File: config.mk
export PLATFORM = sky130hd
export DESIGN_NAME = lexicographic_next_permutation_flat
export DESIGN_NICKNAME = d
export VERILOG_FILES = /design/src/rtl/core/lnp_pkg.sv /design/src/rtl/core/lnp_in_if.sv /design/src/rtl/core/lnp_out_if.sv /design/src/rtl/core/lnp_cfg_if.sv /design/src/rtl/core/lnp_store.sv /design/src/rtl/core/lnp_out_stage.sv /design/src/rtl/core/lnp_seq.sv /design/src/rtl/core/lexicographic_next_permutation.sv /design/src/flat_wrapper.sv
export SDC_FILE = /design/constraint.sdc
export NUM_CORES = 1
export LEC_CHECK = 0
export BUFFER_PORTS_ARGS = -buffer_cell sky130_fd_sc_hd__buf_2
export CAP_MARGIN = 20
export CORE_MARGIN = 8
export CORE_UTILIZATION = 35
export DETAILED_ROUTE_END_ITERATION = 10
export PLACE_DENSITY = 0.53
export SYNTH_ARGS = -nofsm -noshare
export SYNTH_HDL_FRONTEND = slang
export SYNTH_SLANG_ARGS = --single-unit
File: constraint.sdc
create_clock -name clk -period 6.3 [get_ports clk]
set_clock_uncertainty 0.2 [all_clocks]
set_input_delay 1.26 -clock clk [delete_from_list [all_inputs] [get_ports clk]]
set_output_delay 1.26 -clock clk [all_outputs]
set_load 0.03 [all_outputs]
File: src/rtl/core/lnp_pkg.sv
// ----------------------------------------------------------------------------
// lnp_pkg
// Shared types, constants and helpers of the lexicographic permutation block.
// ----------------------------------------------------------------------------
package lnp_pkg;

    localparam int MAX_LEN = 16;
    localparam int DATA_W  = 16;
    localparam int LEN_W   = 5;
    localparam int POS_W   = 4;
    localparam int KIND_W  = 2;
    localparam int IDX_W   = (MAX_LEN > 1) ? $clog2(MAX_LEN) : 1;
    localparam int CNT_W   = $clog2(MAX_LEN + 1);
    localparam int EFF_W   = (LEN_W > CNT_W) ? LEN_W : CNT_W;

    typedef enum logic [KIND_W-1:0] {
        KIND_LOAD  = 2'd0,
        KIND_EMIT  = 2'd1,
        KIND_CLEAR = 2'd2,
        KIND_RSVD  = 2'd3
    } kind_t;

    typedef enum logic [3:0] {
        ST_IDLE,
        ST_LD_SCAN,
        ST_LD_TAIL,
        ST_PRE,
        ST_EMIT,
        ST_FIND,
        ST_SWAP,
        ST_REV_RD,
        ST_REV_WLO,
        ST_REV_WHI
    } state_t;

    typedef struct packed {
        logic                     we;
        logic [IDX_W-1:0]         addr;
        logic signed [DATA_W-1:0] data;
    } mem_wr_t;

    typedef struct packed {
        logic signed [DATA_W-1:0] element;
        logic [POS_W-1:0]         position;
        logic                     last_of_run;
        logic                     final_arrangement;
    } res_t;

    // configured length with zero taken as one and saturated to the store depth
    function automatic logic [CNT_W-1:0] eff_len(input logic [LEN_W-1:0] len);
        logic [EFF_W-1:0] l;
        l = EFF_W'(len);
        if (l == '0) l = EFF_W'(1);
        if (l > EFF_W'(MAX_LEN)) l = EFF_W'(MAX_LEN);
        return CNT_W'(l);
    endfunction

endpackage

File: src/rtl/core/lnp_in_if.sv
// ----------------------------------------------------------------------------
// lnp_in_if
// Command channel: load, emit-and-advance or clear items.
// ----------------------------------------------------------------------------
interface lnp_in_if;
    logic                             valid;
    logic                             ready;
    logic [lnp_pkg::KIND_W-1:0]       kind;
    logic signed [lnp_pkg::DATA_W-1:0] value;

    modport source (output valid, output kind, output value, input ready);
    modport sink   (input valid, input kind, input value, output ready);
endinterface

File: src/rtl/core/lnp_out_if.sv
// ----------------------------------------------------------------------------
// lnp_out_if
// Result channel: one element of the current arrangement per item.
// ----------------------------------------------------------------------------
interface lnp_out_if;
    logic                              valid;
    logic                              ready;
    logic signed [lnp_pkg::DATA_W-1:0] element;
    logic [lnp_pkg::POS_W-1:0]         position;
    logic                              last_of_run;
    logic                              final_arrangement;

    modport source (output valid, output element, output position,
                    output last_of_run, output final_arrangement, input ready);
    modport sink   (input valid, input element, input position,
                    input last_of_run, input final_arrangement, output ready);
endinterface

File: src/rtl/core/lnp_cfg_if.sv
// ----------------------------------------------------------------------------
// lnp_cfg_if
// Configuration write channel for the length register.
// ----------------------------------------------------------------------------
interface lnp_cfg_if;
    logic                       valid;
    logic                       ready;
    logic [lnp_pkg::LEN_W-1:0]  length_in_use;

    modport source (output valid, output length_in_use, input ready);
    modport sink   (input valid, input length_in_use, output ready);
endinterface

File: src/rtl/core/lnp_store.sv
// ----------------------------------------------------------------------------
// lnp_store
// Element memory: one write port, one registered read port, write forwarding.
// ----------------------------------------------------------------------------
module lnp_store (
    input  logic                              clk,
    input  lnp_pkg::mem_wr_t                  wr,
    input  logic [lnp_pkg::IDX_W-1:0]         raddr,
    output logic signed [lnp_pkg::DATA_W-1:0] rdata
);
    import lnp_pkg::*;

    logic signed [DATA_W-1:0] store_reg [MAX_LEN];
    logic signed [DATA_W-1:0] rdata_reg;

    always_ff @(posedge clk)
    begin
        if (wr.we)
        begin
            store_reg[wr.addr] <= wr.data;
        end
        // same-cycle write to the read address returns the new data
        if (wr.we && (wr.addr == raddr))
        begin
            rdata_reg <= wr.data;
        end
        else
        begin
            rdata_reg <= store_reg[raddr];
        end
    end

    assign rdata = rdata_reg;

endmodule

File: src/rtl/core/lnp_out_stage.sv
// ----------------------------------------------------------------------------
// lnp_out_stage
// Output register holding one result item until the sink takes it.
// ----------------------------------------------------------------------------
module lnp_out_stage (
    input  logic          clk,
    input  logic          rst_n,
    input  logic          load,
    input  lnp_pkg::res_t res,
    output logic          free,
    lnp_out_if.source     result
);
    import lnp_pkg::*;

    logic valid_reg;
    logic valid_next;
    res_t data_reg;

    assign free = !valid_reg || result.ready;

    always_comb
    begin
        valid_next = valid_reg;
        if (load)
        begin
            valid_next = 1'b1;
        end
        else if (result.ready)
        begin
            valid_next = 1'b0;
        end
    end

    always_ff @(posedge clk or negedge rst_n)
    begin
        if (!rst_n)
        begin
            valid_reg <= 1'b0;
        end
        else
        begin
            valid_reg <= valid_next;
        end
    end

    always_ff @(posedge clk)
    begin
        if (load)
        begin
            data_reg <= res;
        end
    end

    assign result.valid             = valid_reg;
    assign result.element           = data_reg.element;
    assign result.position          = data_reg.position;
    assign result.last_of_run       = data_reg.last_of_run;
    assign result.final_arrangement = data_reg.final_arrangement;

endmodule

File: src/rtl/core/lnp_seq.sv
// ----------------------------------------------------------------------------
// lnp_seq
// Sequencer: sorted insert, pivot scan, emit, swap and suffix reversal.
// ----------------------------------------------------------------------------
module lnp_seq (
    input  logic                              clk,
    input  logic                              rst_n,
    input  logic                              in_valid,
    output logic                              in_ready,
    input  logic [lnp_pkg::KIND_W-1:0]        kind,
    input  logic signed [lnp_pkg::DATA_W-1:0] value,
    input  logic [lnp_pkg::LEN_W-1:0]         len,
    output lnp_pkg::mem_wr_t                  wr,
    output logic [lnp_pkg::IDX_W-1:0]         raddr,
    input  logic signed [lnp_pkg::DATA_W-1:0] rdata,
    output logic                              res_load,
    output lnp_pkg::res_t                     res,
    input  logic                              res_free
);
    import lnp_pkg::*;

    state_t                   state_reg, state_next;
    logic [CNT_W-1:0]         cnt_reg, cnt_next;
    logic [CNT_W-1:0]         n_reg, n_next;
    logic [IDX_W-1:0]         idx_reg, idx_next;
    logic [IDX_W-1:0]         piv_reg, piv_next;
    logic [IDX_W-1:0]         lo_reg, lo_next;
    logic [IDX_W-1:0]         hi_reg, hi_next;
    logic signed [DATA_W-1:0] v_reg, v_next;
    logic signed [DATA_W-1:0] carry_reg, carry_next;
    logic signed [DATA_W-1:0] prev_reg, prev_next;
    logic signed [DATA_W-1:0] pv_reg, pv_next;
    logic signed [DATA_W-1:0] tmp_reg, tmp_next;
    logic                     found_reg, found_next;
    logic                     fin_reg, fin_next;

    logic [CNT_W-1:0] eff;
    logic [CNT_W-1:0] n_cur;
    logic [IDX_W-1:0] last_idx;
    logic [IDX_W-1:0] lo_inc;
    logic [IDX_W:0]   gap;

    assign eff      = eff_len(len);
    assign n_cur    = (cnt_reg < eff) ? cnt_reg : eff;
    assign last_idx = IDX_W'(n_reg - 1'b1);
    assign lo_inc   = IDX_W'(piv_reg + 1'b1);
    assign gap      = {1'b0, hi_reg} - {1'b0, lo_reg};

    always_comb
    begin
        state_next = state_reg;
        cnt_next   = cnt_reg;
        n_next     = n_reg;
        idx_next   = idx_reg;
        piv_next   = piv_reg;
        lo_next    = lo_reg;
        hi_next    = hi_reg;
        v_next     = v_reg;
        carry_next = carry_reg;
        prev_next  = prev_reg;
        pv_next    = pv_reg;
        tmp_next   = tmp_reg;
        found_next = found_reg;
        fin_next   = fin_reg;
        in_ready   = 1'b0;
        wr         = '0;
        raddr      = idx_reg;
        res_load   = 1'b0;
        res.element           = rdata;
        res.position          = POS_W'(idx_reg);
        res.last_of_run       = (idx_reg == last_idx);
        res.final_arrangement = fin_reg;

        unique case (state_reg)
            ST_IDLE:
            begin
                in_ready = 1'b1;
                if (in_valid)
                begin
                    unique case (kind)
                        KIND_LOAD:
                        begin
                            if (cnt_reg < eff)
                            begin
                                if (cnt_reg == '0)
                                begin
                                    wr.we    = 1'b1;
                                    wr.addr  = '0;
                                    wr.data  = value;
                                    cnt_next = cnt_reg + 1'b1;
                                end
                                else
                                begin
                                    v_next     = value;
                                    idx_next   = '0;
                                    raddr      = '0;
                                    found_next = 1'b0;
                                    state_next = ST_LD_SCAN;
                                end
                            end
                        end
                        KIND_EMIT:
                        begin
                            if (n_cur != '0)
                            begin
                                n_next     = n_cur;
                                idx_next   = IDX_W'(n_cur - 1'b1);
                                raddr      = IDX_W'(n_cur - 1'b1);
                                state_next = ST_PRE;
                            end
                        end
                        KIND_CLEAR:
                        begin
                            cnt_next = '0;
                        end
                        default:
                        begin
                        end
                    endcase
                end
            end

            // ripple the tail up by one from the first element above the new value
            ST_LD_SCAN:
            begin
                raddr = IDX_W'(idx_reg + 1'b1);
                if (!found_reg)
                begin
                    if (rdata > v_reg)
                    begin
                        wr.we      = 1'b1;
                        wr.addr    = idx_reg;
                        wr.data    = v_reg;
                        carry_next = rdata;
                        found_next = 1'b1;
                    end
                end
                else
                begin
                    wr.we      = 1'b1;
                    wr.addr    = idx_reg;
                    wr.data    = carry_reg;
                    carry_next = rdata;
                end
                if (idx_reg == IDX_W'(cnt_reg - 1'b1))
                begin
                    state_next = ST_LD_TAIL;
                end
                else
                begin
                    idx_next = IDX_W'(idx_reg + 1'b1);
                end
            end

            ST_LD_TAIL:
            begin
                wr.we      = 1'b1;
                wr.addr    = IDX_W'(cnt_reg);
                wr.data    = found_reg ? carry_reg : v_reg;
                cnt_next   = cnt_reg + 1'b1;
                state_next = ST_IDLE;
            end

            // right-to-left search for the rightmost strict ascent
            ST_PRE:
            begin
                raddr = IDX_W'(idx_reg - 1'b1);
                if ((idx_reg != last_idx) && (rdata < prev_reg))
                begin
                    found_next = 1'b1;
                    fin_next   = 1'b0;
                    piv_next   = idx_reg;
                    pv_next    = rdata;
                    idx_next   = '0;
                    raddr      = '0;
                    state_next = ST_EMIT;
                end
                else if (idx_reg == '0)
                begin
                    found_next = 1'b0;
                    fin_next   = 1'b1;
                    idx_next   = '0;
                    raddr      = '0;
                    state_next = ST_EMIT;
                end
                else
                begin
                    prev_next = rdata;
                    idx_next  = IDX_W'(idx_reg - 1'b1);
                end
            end

            ST_EMIT:
            begin
                if (res_free)
                begin
                    res_load = 1'b1;
                    if (idx_reg == last_idx)
                    begin
                        if (found_reg)
                        begin
                            idx_next   = last_idx;
                            raddr      = last_idx;
                            state_next = ST_FIND;
                        end
                        else
                        begin
                            // no ascent: descending, reverse the whole tuple
                            lo_next = '0;
                            hi_next = last_idx;
                            raddr   = '0;
                            if (last_idx != '0)
                            begin
                                state_next = ST_REV_RD;
                            end
                            else
                            begin
                                state_next = ST_IDLE;
                            end
                        end
                    end
                    else
                    begin
                        idx_next = IDX_W'(idx_reg + 1'b1);
                        raddr    = IDX_W'(idx_reg + 1'b1);
                    end
                end
            end

            // suffix is non-increasing: first hit from the right is the smallest larger
            ST_FIND:
            begin
                raddr = IDX_W'(idx_reg - 1'b1);
                if (rdata > pv_reg)
                begin
                    wr.we      = 1'b1;
                    wr.addr    = piv_reg;
                    wr.data    = rdata;
                    hi_next    = idx_reg;
                    state_next = ST_SWAP;
                end
                else
                begin
                    idx_next = IDX_W'(idx_reg - 1'b1);
                end
            end

            ST_SWAP:
            begin
                wr.we   = 1'b1;
                wr.addr = hi_reg;
                wr.data = pv_reg;
                lo_next = lo_inc;
                hi_next = last_idx;
                raddr   = lo_inc;
                if (lo_inc < last_idx)
                begin
                    state_next = ST_REV_RD;
                end
                else
                begin
                    state_next = ST_IDLE;
                end
            end

            ST_REV_RD:
            begin
                tmp_next   = rdata;
                raddr      = hi_reg;
                state_next = ST_REV_WLO;
            end

            ST_REV_WLO:
            begin
                wr.we      = 1'b1;
                wr.addr    = lo_reg;
                wr.data    = rdata;
                state_next = ST_REV_WHI;
            end

            ST_REV_WHI:
            begin
                wr.we   = 1'b1;
                wr.addr = hi_reg;
                wr.data = tmp_reg;
                lo_next = IDX_W'(lo_reg + 1'b1);
                hi_next = IDX_W'(hi_reg - 1'b1);
                raddr   = IDX_W'(lo_reg + 1'b1);
                if (gap > (IDX_W+1)'(2))
                begin
                    state_next = ST_REV_RD;
                end
                else
                begin
                    state_next = ST_IDLE;
                end
            end

            default:
            begin
                state_next = ST_IDLE;
            end
        endcase
    end

    always_ff @(posedge clk or negedge rst_n)
    begin
        if (!rst_n)
        begin
            state_reg <= ST_IDLE;
            cnt_reg   <= '0;
        end
        else
        begin
            state_reg <= state_next;
            cnt_reg   <= cnt_next;
        end
    end

    always_ff @(posedge clk)
    begin
        n_reg     <= n_next;
        idx_reg   <= idx_next;
        piv_reg   <= piv_next;
        lo_reg    <= lo_next;
        hi_reg    <= hi_next;
        v_reg     <= v_next;
        carry_reg <= carry_next;
        prev_reg  <= prev_next;
        pv_reg    <= pv_next;
        tmp_reg   <= tmp_next;
        found_reg <= found_next;
        fin_reg   <= fin_next;
    end

endmodule

File: src/rtl/core/lexicographic_next_permutation.sv
// ----------------------------------------------------------------------------
// lexicographic_next_permutation
// Steps a loaded tuple of signed values through its arrangements in
// lexicographic order, one element per result item.
//
//   channel   dir   handshake      payload
//   cmd       in    valid/ready    kind, value
//   result    out   valid/ready    element, position, last_of_run,
//                                  final_arrangement
//   setup     in    valid/ready    length_in_use (always ready)
//
// one item at a time; the element memory has one read and one write port
// load: a direct write into an empty store, else a scan that ripples the
// tail up and a tail write; emit: a pivot scan, the results, then a
// partner search, a swap step and a read step and two write steps per
// swapped pair of the suffix reversal; result stalls hold the emit loop
// reset clears the count and control; the memory holds no reset value
// ----------------------------------------------------------------------------
module lexicographic_next_permutation (
    input  logic      clk,
    input  logic      rst_n,
    lnp_in_if.sink    cmd,
    lnp_out_if.source result,
    lnp_cfg_if.sink   setup
);
    import lnp_pkg::*;

    logic [LEN_W-1:0]         len_reg;
    logic [LEN_W-1:0]         len_next;
    mem_wr_t                  wr;
    logic [IDX_W-1:0]         raddr;
    logic signed [DATA_W-1:0] rdata;
    logic                     res_load;
    res_t                     res;
    logic                     res_free;

    assign setup.ready = 1'b1;

    always_comb
    begin
        len_next = len_reg;
        if (setup.valid)
        begin
            len_next = setup.length_in_use;
        end
    end

    always_ff @(posedge clk or negedge rst_n)
    begin
        if (!rst_n)
        begin
            len_reg <= LEN_W'(16);
        end
        else
        begin
            len_reg <= len_next;
        end
    end

    lnp_seq u_seq (
        .clk      (clk),
        .rst_n    (rst_n),
        .in_valid (cmd.valid),
        .in_ready (cmd.ready),
        .kind     (cmd.kind),
        .value    (cmd.value),
        .len      (len_reg),
        .wr       (wr),
        .raddr    (raddr),
        .rdata    (rdata),
        .res_load (res_load),
        .res      (res),
        .res_free (res_free)
    );

    lnp_store u_store (
        .clk   (clk),
        .wr    (wr),
        .raddr (raddr),
        .rdata (rdata)
    );

    lnp_out_stage u_out (
        .clk    (clk),
        .rst_n  (rst_n),
        .load   (res_load),
        .res    (res),
        .free   (res_free),
        .result (result)
    );

endmodule

File: src/flat_wrapper.sv
// flat-port wrapper written by rule: the top's interface ports become plain ports
module lexicographic_next_permutation_flat import lnp_pkg::*;
  (clk, rst_n, cmd_valid, cmd_kind, cmd_value, cmd_ready, result_valid, result_element, result_position, result_last_of_run, result_final_arrangement, result_ready, setup_valid, setup_length_in_use, setup_ready);
  lnp_in_if cmd_i ();
  lnp_out_if result_i ();
  lnp_cfg_if setup_i ();
  input  logic clk;
  input  logic rst_n;
  input wire logic [$bits(cmd_i.valid)-1:0] cmd_valid;
  input wire logic [$bits(cmd_i.kind)-1:0] cmd_kind;
  input wire logic [$bits(cmd_i.value)-1:0] cmd_value;
  output wire logic [$bits(cmd_i.ready)-1:0] cmd_ready;
  output wire logic [$bits(result_i.valid)-1:0] result_valid;
  output wire logic [$bits(result_i.element)-1:0] result_element;
  output wire logic [$bits(result_i.position)-1:0] result_position;
  output wire logic [$bits(result_i.last_of_run)-1:0] result_last_of_run;
  output wire logic [$bits(result_i.final_arrangement)-1:0] result_final_arrangement;
  input wire logic [$bits(result_i.ready)-1:0] result_ready;
  input wire logic [$bits(setup_i.valid)-1:0] setup_valid;
  input wire logic [$bits(setup_i.length_in_use)-1:0] setup_length_in_use;
  output wire logic [$bits(setup_i.ready)-1:0] setup_ready;
  assign cmd_i.valid = cmd_valid;
  assign cmd_i.kind = cmd_kind;
  assign cmd_i.value = cmd_value;
  assign cmd_ready = cmd_i.ready;
  assign result_valid = result_i.valid;
  assign result_element = result_i.element;
  assign result_position = result_i.position;
  assign result_last_of_run = result_i.last_of_run;
  assign result_final_arrangement = result_i.final_arrangement;
  assign result_i.ready = result_ready;
  assign setup_i.valid = setup_valid;
  assign setup_i.length_in_use = setup_length_in_use;
  assign setup_ready = setup_i.ready;
  lexicographic_next_permutation u_core (.clk(clk), .rst_n(rst_n), .cmd(cmd_i), .result(result_i), .setup(setup_i));
endmodule
==> summary.txt <==
Finish
  • Antenna Diode Count: 0
  • Max reg flops: 256
  • Ratio of cells with drive above 1 in the final layout: 0.214
  • Fin util: 0.405
  • Post-route cell area: 20,700 um^2
  • Final nets: 1,352
  • Layout filler cell count: 4,680
  • Layout overhead on the synthesized area: 14.8%

Global route
  • GRT overflow: 0
  • Initial antenna violation count: 0
  • Global-route wire length before repair: 70.9 mm
  • Gr usage total: 0.156
  • Pin count of the biggest net entering global routing: 34
  • Vias in the first global route: 11,088

Logic synthesis
  • Syn_nets: 1,263
  • Synth Flop Type: edfxtp_1
  • Mapped Cells: 1,164
  • EDFF count, synth: 380
  • Area contributors post-synth: edfxtp_1 63%, mux4_2 9.9%, ha_1 4.9%
  • Post-synthesis async set-or-reset flop share: 0.0376
  • Yosys top cell by area: edfxtp_1
  • Top-area cell type share of the netlist area: 0.633
  • Most common cell in the synthesized netlist: edfxtp_1
  • Avg Cell Area, Syn: 15.5 um^2
  • Mapped cell area: 18,000 um^2
  • Post-synthesis cell type count: 69
  • Yosys warnings: 0
  • Synth top cells by count: 380 x edfxtp_1, 82 x inv_1, 79 x mux4_2, 79 x nand2_1, 70 x ha_1
  • FF+latch count, synth: 399
  • Seq/Total Area, Yosys: 0.658

Placed design
  • Worst slack, placed: 0.759 ns
  • Detailed placer's ending HPWL: 31.0 mm
  • Gp weighted congestion: 0.908
  • Port Buffers: 51
  • Dpl cell area: 19,400 um^2

Job
  • Max Cap Viol: 0

Route
  • Vias: 10,752
  • DRT iter0 DRCs: 1,122
  • Drt drc: 0
  • Routed length per placed instance: 23.6 um
  • DR pass1 iterations: 8
  • Vias per std cell: 5.47
  • Final wirelength: 46.4 mm
  • Routed Antenna Nets: 0

Setup path
  • Delay-heaviest family, CP: compound AO/OA/AOI/OAI gates
  • Worst setup EP type: register
  • CP max stage cell: mux4_2
  • WS Path Type: register to register
  • Arrival @ worst endpoint: 5.57 ns
  • Crit path launch type: register
  • Max incr delay on CP: 0.62 ns
  • WP buf/inv: 3
  • Critical Path RT: 6.33 ns
  • Worst Path Max Fanout: 18
  • Crit-path cells: buf_12 > buf_4 > mux4_2 > mux4_2 > ha_1 > a21oi_1 > o22ai_1 > o21ai_0 > a21boi_0 > a2111o_1 > and3_1 > a221o_1 > nand2b_1 > nor2_2 > buf_4

Timing
  • RSZ-0062 raised after global routing: false
  • Worst-Margin Slew: 1.22 ns
  • Setup Viol. Count Final: 0
  • Worst Hold Margin: 0.227 ns
  • Max_slew headroom: 0.183
  • Post-Route Setup TNS: 0 ns
  • Final Slew Violations: 0
  • F_max: 0.180 GHz
  • Fin worst setup slack: 0.759 ns
  • Count of final hold-check violations: 0
  • Final worst path period share: 0.880
  • Post-layout min period: 5.54 ns

Power
  • Internal power: 7.58 mW
  • Logic gate share of total power: 0.420
  • P per Cell Area: 597 nW/um^2
  • Leak: 7.52 nW
  • Seq pwr share: 0.383
  • Net Sw Power: 4.79 mW
  • Clock power share: 0.197
  • Maximum vdd drop: 0.230 mV
  • Sw frac: 0.387

Floorplanning
  • Die footprint: 59,000 um^2
  • Num ports: 53
  • Rows: 83
  • Die Ht: 243 um
  • Die width: 243 um
  • Core area: 51,100 um^2
  • Initial Utilization: 0.353

Min path
  • Hold Path Class: register to register

Clock tree
  • Post CTS Setup Buffer Count: 0
  • Clock-pin slew on the worst setup and hold paths: 0.06 ns
  • Cts hold-fix bufs: 0
  • Clock Root Buffer: clkbuf_16
  • CTS buffer count: 43
  • Skew-Pair Late Insertion Delay: 0.58 ns
  • CTS tree: done
  • H-tree Lvls: 2
  • Total clock sinks: 399
  • CTS Buffer Depth: 3
  • Post-CTS Resized: 0

Outcome
  • Outcome: complete, no violations
[worst paths after layout]
path | start | endpoint | slack, ns | depth (start not counted)
max in group asynchronous | rst_n | u_core.len_reg[4]$_DFFE_PN1P_ | 5.20 | 1
worst max register to register | register | u_core.u_store.store_reg[11][1]$_DFFE_PP_ | 0.76 | 15
worst min register to register | u_core.u_seq.fin_reg$_SDFFCE_PP0P_ | u_core.u_out.result.final_arrangement$_DFFE_PP_ | 0.23 | 0
worst max-delay path | register | u_core.u_store.store_reg[11][1]$_DFFE_PP_ | 0.76 | 15
min in group asynchronous | rst_n | u_core.u_out.result.valid$_DFFE_PN0P_ | 0.39 | 1
worst min-delay path | u_core.u_seq.fin_reg$_SDFFCE_PP0P_ | u_core.u_out.result.final_arrangement$_DFFE_PP_ | 0.23 | 0
[power groups by stage]
stage | sequential [mW] | combinational (mW) | clock [mW]
after floorplan | 4.60 | 3.42 | 0
after global placement | 4.78 | 5.15 | 0
after detailed placement | 4.79 | 5.21 | 0
after CTS | 4.74 | 5.23 | 2.49
after global routing | 4.81 | 5.69 | 2.59
final | 4.74 | 5.20 | 2.43
[area by class of cell]
| cell class | instances | area [um^2] | area share |
|---|---|---|---|
| timing repair buffer | 94 | 616 | 0.0297 |
| sequential | 399 | 11900 | 0.573 |
| clock inverter | 27 | 245 | 0.0118 |
| tap | 680 | 851 | 0.0411 |
| clock buffer | 52 | 1110 | 0.0536 |
| inverter | 83 | 312 | 0.0150 |
| multi-input combinational | 632 | 5710 | 0.276 |
[through the flow]
stage | total power [mW] | std cells
floorplan | 8.01 | 1164
global placement | 9.92 | 1888
detailed placement | 10.0 | 1888
CTS | 12.5 | 1967
global route | 13.1 | 1967
finish | 12.4 | 1967
[cells by family after synthesis]
| family | count (synthesis) | synth area share |
|---|---|---|
| compound gates | 210 | 0.0816 |
| flops | 399 | 0.658 |
| other cells | 1 | 0.000208 |
| mux | 94 | 0.107 |
| buf+inv | 133 | 0.0283 |
| simple gates | 232 | 0.0617 |
| xor+xnor | 24 | 0.0132 |
| fa+ha+maj | 71 | 0.0497 |
[cells in the final DEF, fill, tap and decap left out, types with 13 or more instances in the layout]
master     instances
nor2_2            18
nand2b_1          14
xor2_1            13
a21oi_1           31
nor2_1            33
edfxtp_1         380
buf_4             40
a222oi_1          18
mux4_2            79
o21ai_0           52
dfrtp_1           14
inv_1             82
a22oi_1           27
ha_1              70
clkbuf_16         43
a21o_1            14
buf_2             51
nand2_1           79
nand3_1           21
nor3_1            14
[routing by layer]
| layer | global-route usage | vias up | part of all wire |
|---|---|---|---|
| met5 | 0 | - | 0 |
| met1 | 0.209 | 5475 | 0.44 |
| met2 | 0.250 | 426 | 0.47 |
| li1 | - | 4757 | - |
| met3 | 0.0340 | 94 | 0.066 |
| met4 | 0.0511 | 0 | 0.030 |
No activity file was read; power rests on OpenSTA's default activity.
